===== config.mk =====
export PLATFORM = sky130hd
export DESIGN_NAME = nearest_neighbour_tile_resampler_flat
export DESIGN_NICKNAME = d
export VERILOG_FILES = /design/src/hdl/ntr_pkg.sv /design/src/hdl/ntr_if.sv /design/src/hdl/ntr_front.sv /design/src/hdl/ntr_queue.sv /design/src/hdl/ntr_back.sv /design/src/hdl/nearest_neighbour_tile_resampler.sv /design/src/flat_wrapper.sv
export SDC_FILE = /design/constraint.sdc
export NUM_CORES = 1
export LEC_CHECK = 0
export CAP_MARGIN = 20
export CORE_UTILIZATION = 55
export DETAILED_ROUTE_END_ITERATION = 12
export DONT_BUFFER_PORTS = 1
export HOLD_SLACK_MARGIN = 0.02
export PLACE_DENSITY = 0.74
export SKIP_LAST_GASP = 1
export SYNTH_ARGS = -nofsm -noshare
export SYNTH_HDL_FRONTEND = slang
export SYNTH_HIERARCHICAL = 1
export SYNTH_SLANG_ARGS = --single-unit

===== constraint.sdc =====
create_clock -name clk -period 8.25 [get_ports clk]
set_input_delay 0.4125 -clock clk [delete_from_list [all_inputs] [get_ports clk]]
set_output_delay 0.4125 -clock clk [all_outputs]
set_load 0.01 [all_outputs]

===== src/hdl/ntr_pkg.sv =====
// shared types and constants of the nearest neighbour tile resampler
package ntr_pkg;

	localparam int COORD_W        = 15;
	localparam int SAMPLE_W       = 16;
	localparam int CFG_W          = 13;
	localparam int CFG_IDX_W      = 2;
	localparam int FACTOR_W       = 4;
	localparam int DEF_MAX_DIM    = 4096;
	localparam int DEF_MAX_FACTOR = 8;

	localparam logic [CFG_IDX_W-1:0] REG_SOURCE_WIDTH  = 2'd0;
	localparam logic [CFG_IDX_W-1:0] REG_SOURCE_HEIGHT = 2'd1;
	localparam logic [CFG_IDX_W-1:0] REG_MODE          = 2'd2;
	localparam logic [CFG_IDX_W-1:0] REG_FACTOR        = 2'd3;

	localparam logic signed [SAMPLE_W-1:0] SAMPLE_MIN = 16'sh8000;
	localparam logic signed [SAMPLE_W-1:0] SAMPLE_MAX = 16'sh7fff;

	typedef struct packed {
		logic [COORD_W-1:0]         base_col;
		logic [COORD_W-1:0]         base_row;
		logic signed [SAMPLE_W-1:0] sample;
		logic signed [SAMPLE_W-1:0] run_max;
		logic signed [SAMPLE_W-1:0] run_min;
		logic                       up;
		logic [FACTOR_W-1:0]        factor;
	} job_t;

endpackage


===== src/hdl/ntr_if.sv =====
// channel interfaces of the nearest neighbour tile resampler
interface ntr_in_if;
	logic               valid;
	logic               ready;
	logic signed [15:0] elevation;
	modport source (output valid, output elevation, input ready);
	modport sink (input valid, input elevation, output ready);
endinterface

interface ntr_out_if;
	logic               valid;
	logic               ready;
	logic [14:0]        dest_col;
	logic [14:0]        dest_row;
	logic signed [15:0] sample_out;
	logic               last_of_run;
	logic signed [15:0] tile_max;
	logic signed [15:0] tile_min;
	modport source (output valid, output dest_col, output dest_row, output sample_out,
		output last_of_run, output tile_max, output tile_min, input ready);
	modport sink (input valid, input dest_col, input dest_row, input sample_out,
		input last_of_run, input tile_max, input tile_min, output ready);
endinterface

interface ntr_cfg_if;
	logic        valid;
	logic        ready;
	logic [1:0]  index;
	logic [12:0] data;
	modport source (output valid, output index, output data, input ready);
	modport sink (input valid, input index, input data, output ready);
endinterface


===== src/hdl/ntr_front.sv =====
// front end: configuration, source position tracking, sample classification and statistics
module ntr_front #(
	parameter int MAX_DIM    = ntr_pkg::DEF_MAX_DIM,
	parameter int MAX_FACTOR = ntr_pkg::DEF_MAX_FACTOR
) (
	input  logic          clk,
	input  logic          arst_n,
	ntr_cfg_if.sink       cfg,
	ntr_in_if.sink        samples,
	input  logic          job_ready,
	output logic          job_valid,
	output ntr_pkg::job_t job
);
	import ntr_pkg::*;

	localparam int DIM_W = (MAX_DIM > 2) ? $clog2(MAX_DIM) : 1;
	localparam int WD    = $clog2(MAX_DIM + 1);
	localparam int CW    = (WD + 1 > 5) ? WD + 1 : 5;
	localparam int PW    = $clog2(MAX_FACTOR);

	logic [CFG_W-1:0]    width_q, height_q;
	logic                mode_q;
	logic [FACTOR_W-1:0] factor_q;

	logic [DIM_W-1:0]    col_q, row_q;
	logic [PW-1:0]       col_ph_q, row_ph_q;
	logic [COORD_W-1:0]  col_quot_q, row_quot_q;
	logic [COORD_W-1:0]  col_scl_q, row_scl_q;
	logic signed [SAMPLE_W-1:0] max_q, min_q;

	logic [WD-1:0]       w_eff, h_eff;
	logic [FACTOR_W-1:0] f_eff;
	logic                up, accept, cfg_wr, tile_start, col_last, row_last;
	logic                col_keep, row_keep, emit, col_ph_last, row_ph_last;
	logic signed [SAMPLE_W-1:0] cur_max, cur_min, new_max, new_min;

	always_comb begin
		if (width_q == '0)
			w_eff = WD'(1);
		else if (17'(width_q) > 17'(MAX_DIM))
			w_eff = WD'(MAX_DIM);
		else
			w_eff = WD'(width_q);
		if (height_q == '0)
			h_eff = WD'(1);
		else if (17'(height_q) > 17'(MAX_DIM))
			h_eff = WD'(MAX_DIM);
		else
			h_eff = WD'(height_q);
		if (factor_q == '0)
			f_eff = FACTOR_W'(1);
		else if (factor_q > FACTOR_W'(MAX_FACTOR))
			f_eff = FACTOR_W'(MAX_FACTOR);
		else
			f_eff = factor_q;
	end

	assign up          = mode_q && (f_eff != FACTOR_W'(1));
	assign cfg.ready   = 1'b1;
	assign cfg_wr      = cfg.valid;
	assign samples.ready = job_ready;
	assign accept      = samples.valid && job_ready;
	assign tile_start  = (col_q == '0) && (row_q == '0);
	assign col_last    = (CW'(col_q) + CW'(1)) >= CW'(w_eff);
	assign row_last    = (CW'(row_q) + CW'(1)) >= CW'(h_eff);
	assign col_ph_last = (FACTOR_W'(col_ph_q) + FACTOR_W'(1)) >= f_eff;
	assign row_ph_last = (FACTOR_W'(row_ph_q) + FACTOR_W'(1)) >= f_eff;
	assign col_keep    = (col_ph_q == '0) && ((CW'(col_q) + CW'(f_eff)) <= CW'(w_eff));
	assign row_keep    = (row_ph_q == '0) && ((CW'(row_q) + CW'(f_eff)) <= CW'(h_eff));
	assign emit        = up || (col_keep && row_keep);

	always_comb begin
		cur_max = tile_start ? SAMPLE_MIN : max_q;
		cur_min = tile_start ? SAMPLE_MAX : min_q;
		new_max = cur_max;
		new_min = cur_min;
		if (emit && (samples.elevation > cur_max))
			new_max = samples.elevation;
		if (emit && (samples.elevation < cur_min))
			new_min = samples.elevation;
	end

	assign job_valid    = accept && emit;
	assign job.base_col = up ? col_scl_q : col_quot_q;
	assign job.base_row = up ? row_scl_q : row_quot_q;
	assign job.sample   = samples.elevation;
	assign job.run_max  = new_max;
	assign job.run_min  = new_min;
	assign job.up       = up;
	assign job.factor   = f_eff;

	always_ff @(posedge clk or negedge arst_n) begin
		if (!arst_n) begin
			width_q  <= CFG_W'(1);
			height_q <= CFG_W'(1);
			mode_q   <= 1'b0;
			factor_q <= FACTOR_W'(1);
		end else if (cfg_wr) begin
			case (cfg.index)
				REG_SOURCE_WIDTH:  width_q  <= cfg.data;
				REG_SOURCE_HEIGHT: height_q <= cfg.data;
				REG_MODE:          mode_q   <= cfg.data[0];
				REG_FACTOR:        factor_q <= cfg.data[FACTOR_W-1:0];
				default:           mode_q   <= mode_q;
			endcase
		end
	end

	always_ff @(posedge clk or negedge arst_n) begin
		if (!arst_n) begin
			col_q      <= '0;
			row_q      <= '0;
			col_ph_q   <= '0;
			row_ph_q   <= '0;
			col_quot_q <= '0;
			row_quot_q <= '0;
			col_scl_q  <= '0;
			row_scl_q  <= '0;
			max_q      <= SAMPLE_MIN;
			min_q      <= SAMPLE_MAX;
		end else if (cfg_wr) begin
			col_q      <= '0;
			row_q      <= '0;
			col_ph_q   <= '0;
			row_ph_q   <= '0;
			col_quot_q <= '0;
			row_quot_q <= '0;
			col_scl_q  <= '0;
			row_scl_q  <= '0;
			max_q      <= SAMPLE_MIN;
			min_q      <= SAMPLE_MAX;
		end else if (accept) begin
			max_q <= new_max;
			min_q <= new_min;
			if (col_last) begin
				col_q      <= '0;
				col_ph_q   <= '0;
				col_quot_q <= '0;
				col_scl_q  <= '0;
				if (row_last) begin
					row_q      <= '0;
					row_ph_q   <= '0;
					row_quot_q <= '0;
					row_scl_q  <= '0;
				end else begin
					row_q     <= row_q + DIM_W'(1);
					row_scl_q <= row_scl_q + COORD_W'(f_eff);
					if (row_ph_last) begin
						row_ph_q   <= '0;
						row_quot_q <= row_quot_q + COORD_W'(1);
					end else begin
						row_ph_q <= row_ph_q + PW'(1);
					end
				end
			end else begin
				col_q     <= col_q + DIM_W'(1);
				col_scl_q <= col_scl_q + COORD_W'(f_eff);
				if (col_ph_last) begin
					col_ph_q   <= '0;
					col_quot_q <= col_quot_q + COORD_W'(1);
				end else begin
					col_ph_q <= col_ph_q + PW'(1);
				end
			end
		end
	end

endmodule


===== src/hdl/ntr_queue.sv =====
// two-entry job queue between front end and back end
module ntr_queue (
	input  logic          clk,
	input  logic          arst_n,
	input  logic          push,
	input  ntr_pkg::job_t push_job,
	output logic          not_full,
	input  logic          pop,
	output logic          not_empty,
	output ntr_pkg::job_t head
);
	import ntr_pkg::*;

	job_t       mem_q [2];
	logic       wr_ptr_q, rd_ptr_q;
	logic [1:0] count_q;

	assign not_full  = count_q != 2'd2;
	assign not_empty = count_q != 2'd0;
	assign head      = mem_q[rd_ptr_q];

	always_ff @(posedge clk) begin
		if (push)
			mem_q[wr_ptr_q] <= push_job;
	end

	always_ff @(posedge clk or negedge arst_n) begin
		if (!arst_n) begin
			wr_ptr_q <= 1'b0;
			rd_ptr_q <= 1'b0;
			count_q  <= 2'd0;
		end else begin
			if (push)
				wr_ptr_q <= ~wr_ptr_q;
			if (pop)
				rd_ptr_q <= ~rd_ptr_q;
			case ({push, pop})
				2'b10:   count_q <= count_q + 2'd1;
				2'b01:   count_q <= count_q - 2'd1;
				default: count_q <= count_q;
			endcase
		end
	end

endmodule


===== src/hdl/ntr_back.sv =====
// back end: expands each job into its destination copies behind an output register
module ntr_back #(
	parameter int MAX_FACTOR = ntr_pkg::DEF_MAX_FACTOR
) (
	input  logic          clk,
	input  logic          arst_n,
	input  logic          job_valid,
	input  ntr_pkg::job_t job,
	output logic          job_pop,
	ntr_out_if.source     results
);
	import ntr_pkg::*;

	localparam int PW = $clog2(MAX_FACTOR);

	logic [PW-1:0] cx_q, cy_q;
	logic          valid_q, load, fire, cx_last, cy_last, last;

	logic [COORD_W-1:0]         col_q, row_q;
	logic signed [SAMPLE_W-1:0] sample_q, max_q, min_q;
	logic                       last_q;

	assign load    = !valid_q || results.ready;
	assign fire    = load && job_valid;
	assign cx_last = (FACTOR_W'(cx_q) + FACTOR_W'(1)) >= job.factor;
	assign cy_last = (FACTOR_W'(cy_q) + FACTOR_W'(1)) >= job.factor;
	assign last    = !job.up || (cx_last && cy_last);
	assign job_pop = fire && last;

	assign results.valid       = valid_q;
	assign results.dest_col    = col_q;
	assign results.dest_row    = row_q;
	assign results.sample_out  = sample_q;
	assign results.last_of_run = last_q;
	assign results.tile_max    = max_q;
	assign results.tile_min    = min_q;

	always_ff @(posedge clk or negedge arst_n) begin
		if (!arst_n) begin
			valid_q <= 1'b0;
			cx_q    <= '0;
			cy_q    <= '0;
		end else begin
			if (load)
				valid_q <= job_valid;
			if (fire) begin
				if (last) begin
					cx_q <= '0;
					cy_q <= '0;
				end else if (cx_last) begin
					cx_q <= '0;
					cy_q <= cy_q + PW'(1);
				end else begin
					cx_q <= cx_q + PW'(1);
				end
			end
		end
	end

	always_ff @(posedge clk) begin
		if (fire) begin
			col_q    <= job.base_col + COORD_W'(cx_q);
			row_q    <= job.base_row + COORD_W'(cy_q);
			sample_q <= job.sample;
			max_q    <= job.run_max;
			min_q    <= job.run_min;
			last_q   <= last;
		end
	end

endmodule


===== src/hdl/nearest_neighbour_tile_resampler.sv =====
// top level of the nearest neighbour tile resampler
// usage:
// - cfg: register writes (source_width, source_height, mode, factor); always ready,
//   write only while idle; every write restarts the tile at position (0,0)
// - samples: one signed elevation per transaction, tile in raster order
// - results: destination column, row, sample, last_of_run and running max/min
// - shrink mode gives zero or one result per sample, enlarge mode factor squared
// - path: a taken sample's job is written into the job queue, and its result then
//   leaves through the output register
// - throughput: one sample per cycle in shrink mode or with factor one, while the
//   receiver is ready; in enlarge mode the back end emits one copy per cycle while
//   the receiver is ready, and the queue can take further samples meanwhile
// - a two-entry job queue sits between the position tracker and the copy
//   generator; samples are taken while the queue has room
// - a stalled receiver holds the output register; the queue then fills and
//   samples ready drops
// - reset: 1 by 1 tile, shrink mode, factor one, position (0,0), queue empty
module nearest_neighbour_tile_resampler #(
	parameter int MAX_DIM    = ntr_pkg::DEF_MAX_DIM,
	parameter int MAX_FACTOR = ntr_pkg::DEF_MAX_FACTOR
) (
	input logic       clk,
	input logic       arst_n,
	ntr_cfg_if.sink   cfg,
	ntr_in_if.sink    samples,
	ntr_out_if.source results
);
	import ntr_pkg::*;

	job_t front_job, head_job;
	logic front_valid, q_not_full, q_not_empty, q_pop;

	ntr_front #(
		.MAX_DIM    (MAX_DIM),
		.MAX_FACTOR (MAX_FACTOR)
	) u_front (
		.clk       (clk),
		.arst_n    (arst_n),
		.cfg       (cfg),
		.samples   (samples),
		.job_ready (q_not_full),
		.job_valid (front_valid),
		.job       (front_job)
	);

	ntr_queue u_queue (
		.clk       (clk),
		.arst_n    (arst_n),
		.push      (front_valid),
		.push_job  (front_job),
		.not_full  (q_not_full),
		.pop       (q_pop),
		.not_empty (q_not_empty),
		.head      (head_job)
	);

	ntr_back #(
		.MAX_FACTOR (MAX_FACTOR)
	) u_back (
		.clk       (clk),
		.arst_n    (arst_n),
		.job_valid (q_not_empty),
		.job       (head_job),
		.job_pop   (q_pop),
		.results   (results)
	);

endmodule

===== src/flat_wrapper.sv =====
// flat-port wrapper written by rule: the top's interface ports become plain ports
module nearest_neighbour_tile_resampler_flat import ntr_pkg::*;
#(
	parameter int MAX_DIM    = ntr_pkg::DEF_MAX_DIM,
	parameter int MAX_FACTOR = ntr_pkg::DEF_MAX_FACTOR
)
  (clk, arst_n, cfg_valid, cfg_index, cfg_data, cfg_ready, samples_valid, samples_elevation, samples_ready, results_valid, results_dest_col, results_dest_row, results_sample_out, results_last_of_run, results_tile_max, results_tile_min, results_ready);
  ntr_cfg_if cfg_i ();
  ntr_in_if samples_i ();
  ntr_out_if results_i ();
  input logic clk;
  input logic arst_n;
  input wire logic [$bits(cfg_i.valid)-1:0] cfg_valid;
  input wire logic [$bits(cfg_i.index)-1:0] cfg_index;
  input wire logic [$bits(cfg_i.data)-1:0] cfg_data;
  output wire logic [$bits(cfg_i.ready)-1:0] cfg_ready;
  input wire logic [$bits(samples_i.valid)-1:0] samples_valid;
  input wire logic [$bits(samples_i.elevation)-1:0] samples_elevation;
  output wire logic [$bits(samples_i.ready)-1:0] samples_ready;
  output wire logic [$bits(results_i.valid)-1:0] results_valid;
  output wire logic [$bits(results_i.dest_col)-1:0] results_dest_col;
  output wire logic [$bits(results_i.dest_row)-1:0] results_dest_row;
  output wire logic [$bits(results_i.sample_out)-1:0] results_sample_out;
  output wire logic [$bits(results_i.last_of_run)-1:0] results_last_of_run;
  output wire logic [$bits(results_i.tile_max)-1:0] results_tile_max;
  output wire logic [$bits(results_i.tile_min)-1:0] results_tile_min;
  input wire logic [$bits(results_i.ready)-1:0] results_ready;
  assign cfg_i.valid = cfg_valid;
  assign cfg_i.index = cfg_index;
  assign cfg_i.data = cfg_data;
  assign cfg_ready = cfg_i.ready;
  assign samples_i.valid = samples_valid;
  assign samples_i.elevation = samples_elevation;
  assign samples_ready = samples_i.ready;
  assign results_valid = results_i.valid;
  assign results_dest_col = results_i.dest_col;
  assign results_dest_row = results_i.dest_row;
  assign results_sample_out = results_i.sample_out;
  assign results_last_of_run = results_i.last_of_run;
  assign results_tile_max = results_i.tile_max;
  assign results_tile_min = results_i.tile_min;
  assign results_i.ready = results_ready;
  nearest_neighbour_tile_resampler #(.MAX_DIM(MAX_DIM), .MAX_FACTOR(MAX_FACTOR)) u_core (.clk(clk), .arst_n(arst_n), .cfg(cfg_i), .samples(samples_i), .results(results_i));
endmodule

==> results.yml <==
run_status:
  outcome: "complete, no violations"
synthesis:
  synth_edf_count: 245
  synth.distinct_cells: 90
  syn_area_per_cell_um2: 11.5
  yosys.cell_count.top_type: "edfxtp_1"
  synth_area_um2: 21900
  ys_ff_latch: 409
  synth_common_cells: "edfxtp_1 (245), nand2_1 (240), dfrtp_1 (145)"
  synth_area_leaders: "edfxtp_1 (34%), dfrtp_1 (17%), ha_1 (7.7%), mux2_4 (4.1%), nand2_1 (4.1%)"
  yosys.area.top_type: "edfxtp_1"
  synth_top_area_share_pct: 33.6
  synthArstFlopShare_pct: 40.1
  ys.warnings.count: 6
  synth-seq-area-share_pct: 52.5
  synth_cells: 1905
  syn_nets: 2081
  ys.flop_type: "edfxtp_1"
timing:
  hold_viol_final: 0
  tns_ns: 0
  min_period_over_period_pct: 73.8
  tightest_slew_ns: 1.07
  drv_slew: 0
  rsz0062_at_grt: "false"
  timing.max_slew.rel_slack_pct: 28.4
  period_minus_slack_ns: 6.09
  holdWs_ns: 0.0546
  max_freq_mhz: 164
  finClkSkew_ns: 0.0210
  setup_viol: 0
worst_setup_path:
  reg2regPathDepth: 20
  cp_top_family: "simple AND/OR/NAND/NOR gates"
  crit_cells: 20
  cp-end-kind: "flip-flop"
  crit_chain: "nor2_1 > ha_1 > inv_1 > fa_1 > nor2b_1 > o21ai_0 > nand2b_1 > nand3_1 > nor2_1 > xor2_1 > ha_1 > and4_4 > a2111oi_2 > nand3_1 > o211ai_2 > nand3_2 > buf_4 > nor2_1 > and2_4 > buf_4"
  crit_top_cell: "nor2_1"
  crit_slowest_cell: "and2_4"
  crit_type: "flip-flop to flip-flop"
  max_stage_delay_ns: 0.87
  crit_buf_inv: 3
  worstPathRequired_ns: 8.53
  cp.arrival_ns: 6.37
  worstPathMaxFanout: 69
  worstSetupStartpointType: "flip-flop"
route:
  drt_iter0_markers: 1256
  drtAntennaViolNets: 0
  vias: 14900
  drt_wl_total_um: 50400
  vias_per_cell: 6.08
  drc: 0
  wl_met1_um: 22100
  dr.pass1.iters: 5
  wire_per_inst_um: 20.5
  routed-wl-met2_um: 23900
  top_layer: "met4"
  met3_length_um: 3260
floorplanning:
  rows: 72
  dieArea_um2: 40600
  initial_core_util_pct: 56.2
  fp.dieH_um: 201
  io_pins: 118
  core_area_um2: 38900
  die_x_um: 201
cts:
  clock_sinks: 409
  cts-root-buf: "clkbuf_16"
  clk_pin_slew_ns: 0.06
  postCtsSetupBuffers: 0
  htreeDepth: 2
  clock_path_buffers: 3
  cts_made_buffers: 44
  insertion_delay_ns: 0.59
  hold_buffers: 33
  cts_tree: "yes"
  cts_resized: 0
final_layout:
  multi_input_area_um2: 9610
  antenna_cells: 0
  syn2layout_area_growth_pct: 9.48
  num-fill-cells: 3001
  seqCellArea_um2: 11500
  nets: 2079
  drive_above_1_share_pct: 13.9
pwr:
  powerDensity_nw_per_um2: 339
  p_clk_share_pct: 24.3
  p_seq_share_pct: 42.4
  p_sw_share_pct: 36.0
  net-switching-power_mw: 2.92
  p_int_mw: 5.19
  power_frac_comb_pct: 33.3
  ir_drop_uv: 216
  p_leak_nw: 9.78
global_route:
  grt_first_pass_wirelength_um: 80100
  grt.total_usage_pct: 25.0
  antenna_found_initial: 0
  grt_pass1_vias: 14700
  grt_max_degree: 165
  overflow: 0
placement:
  io_buffers: 0
  gp_congestion: 0.907
  dp_hpwl_um: 33800
worst_hold_path:
  hp-class: "primary input to flip-flop"
  whs_path_depth: 2
flow_run:
  cap_violations: 0
[cell type report]
cell class / count / share of cell area, %
sequential: 409 / 48.0
multi-input combinational: 1327 / 40.1
clock buffer: 53 / 4.78
tap: 518 / 2.71
timing repair buffer: 54 / 2.13
clock inverter: 29 / 1.27
inverter: 67 / 1.05
[registers in the layout, summed over array words and instances, names as in the netlist, 4 cells and up]
| register | flops |
|---|---|
| u_core/u_front/factor_q | 4 |
| u_core/u_front/row_quot_q | 15 |
| u_core/u_back/results.tile_min | 16 |
| u_core/u_back/results.sample_out | 16 |
| u_core/u_back/results.tile_max | 16 |
| u_core/u_front/row_scl_q | 15 |
| u_core/u_front/col_quot_q | 15 |
| u_core/u_front/col_q | 12 |
| u_core/u_front/max_q | 16 |
| u_core/u_back/results.dest_row | 15 |
| u_core/u_queue/mem_q | 166 |
| u_core/u_front/height_q | 13 |
| u_core/u_front/width_q | 13 |
| u_core/u_front/row_q | 12 |
| u_core/u_front/min_q | 16 |
| u_core/u_back/results.dest_col | 15 |
| u_core/u_front/col_scl_q | 15 |
[per-layer routing]
layer  vias up  track usage, %
met5         -               0
met4         0            7.03
met3        97            4.44
met2       500            40.5
met1      7373            34.5
li1       6972               -
[metrics by stage]
| step | instances | total power [mW] | instance area (um^2) | util [%] | setup slack (ns) |
|---|---|---|---|---|---|
| 6_report | 2457 | 8.11 | 24000 | 61.6 | 2.16 |
| 5_1_grt | 2457 | 8.54 | 24000 | 61.6 | 1.67 |
| 4_1_cts | 2456 | 8.13 | 23900 | 61.5 | 2.13 |
| 3_5_place_dp | 2341 | 6.11 | 22100 | 56.9 | 2.15 |
| 3_3_place_gp | 2341 | 5.98 | 22100 | 56.9 | 2.26 |
| 2_1_floorplan | 1905 | 5.45 | 21900 | - | 0.216 |
[worst paths after layout]
kind	slack, ns	to	from
max	2.16	u_core/u_queue/mem_q[1][3]	u_core/u_front/factor_q[3]
min	0.05	u_core/u_front/max_q[15]	samples_elevation[15]
max reg2reg	2.16	u_core/u_queue/mem_q[1][3]	u_core/u_front/factor_q[3]
min reg2reg	0.50	u_core/u_queue/count_q[1]	u_core/u_queue/count_q[1]
max in group asynchronous	6.99	u_core/u_queue/rd_ptr_q	arst_n
min in group asynchronous	0.49	u_core/u_front/col_scl_q[9]	arst_n
[power by group through the flow]
stage | Sequential (mW) | Combinational [mW] | Clock [mW]
6_report | 3.44 | 2.70 | 1.97
5_1_grt | 3.50 | 2.95 | 2.09
3_5_place_dp | 3.48 | 2.62 | 0
3_3_place_gp | 3.45 | 2.53 | 0
4_1_cts | 3.45 | 2.68 | 2.01
2_1_floorplan | 3.34 | 2.11 | 0
[worst register-to-register path, delay by kind of cell (launching register included)]
family                     cells  cell delay (ns)
DFF                            1             0.55
AOI/OAI and AO/OA              3             0.61
adders and majority gates      3             0.96
and+or+nand+nor               10             2.82
xor gates and xnor gates       1             0.18
buffers and inverters          3             0.71
[placed cells by master (no fill, tap or decap), drive strengths merged, types with 15 or more instances in the layout]
cell type	n
buf	22
mux2	115
clkinv	17
nor2b	15
nand2	240
o211ai	29
dlygate4sd3	32
a21oi	100
or4	18
nor2	91
o31ai	41
o21ai	86
dfstp	19
clkbuf	53
nand2b	22
xor2	38
nand4	22
a21o	18
edfxtp	245
inv	71
nand3	74
nor3	52
and3	22
nor4	28
dfrtp	145
ha	134
xnor2	50
mux2i	16
[cell families after synthesis]
group           share of synthesized area, %
simple gates                            14.2
flops                                   52.5
compound gates                          10.2
buf+inv                                 3.75
fa+ha+maj                               8.21
mux                                     7.68
xor+xnor                                3.52
other cells                           0.0171
(Power assumes the default switching activity.)
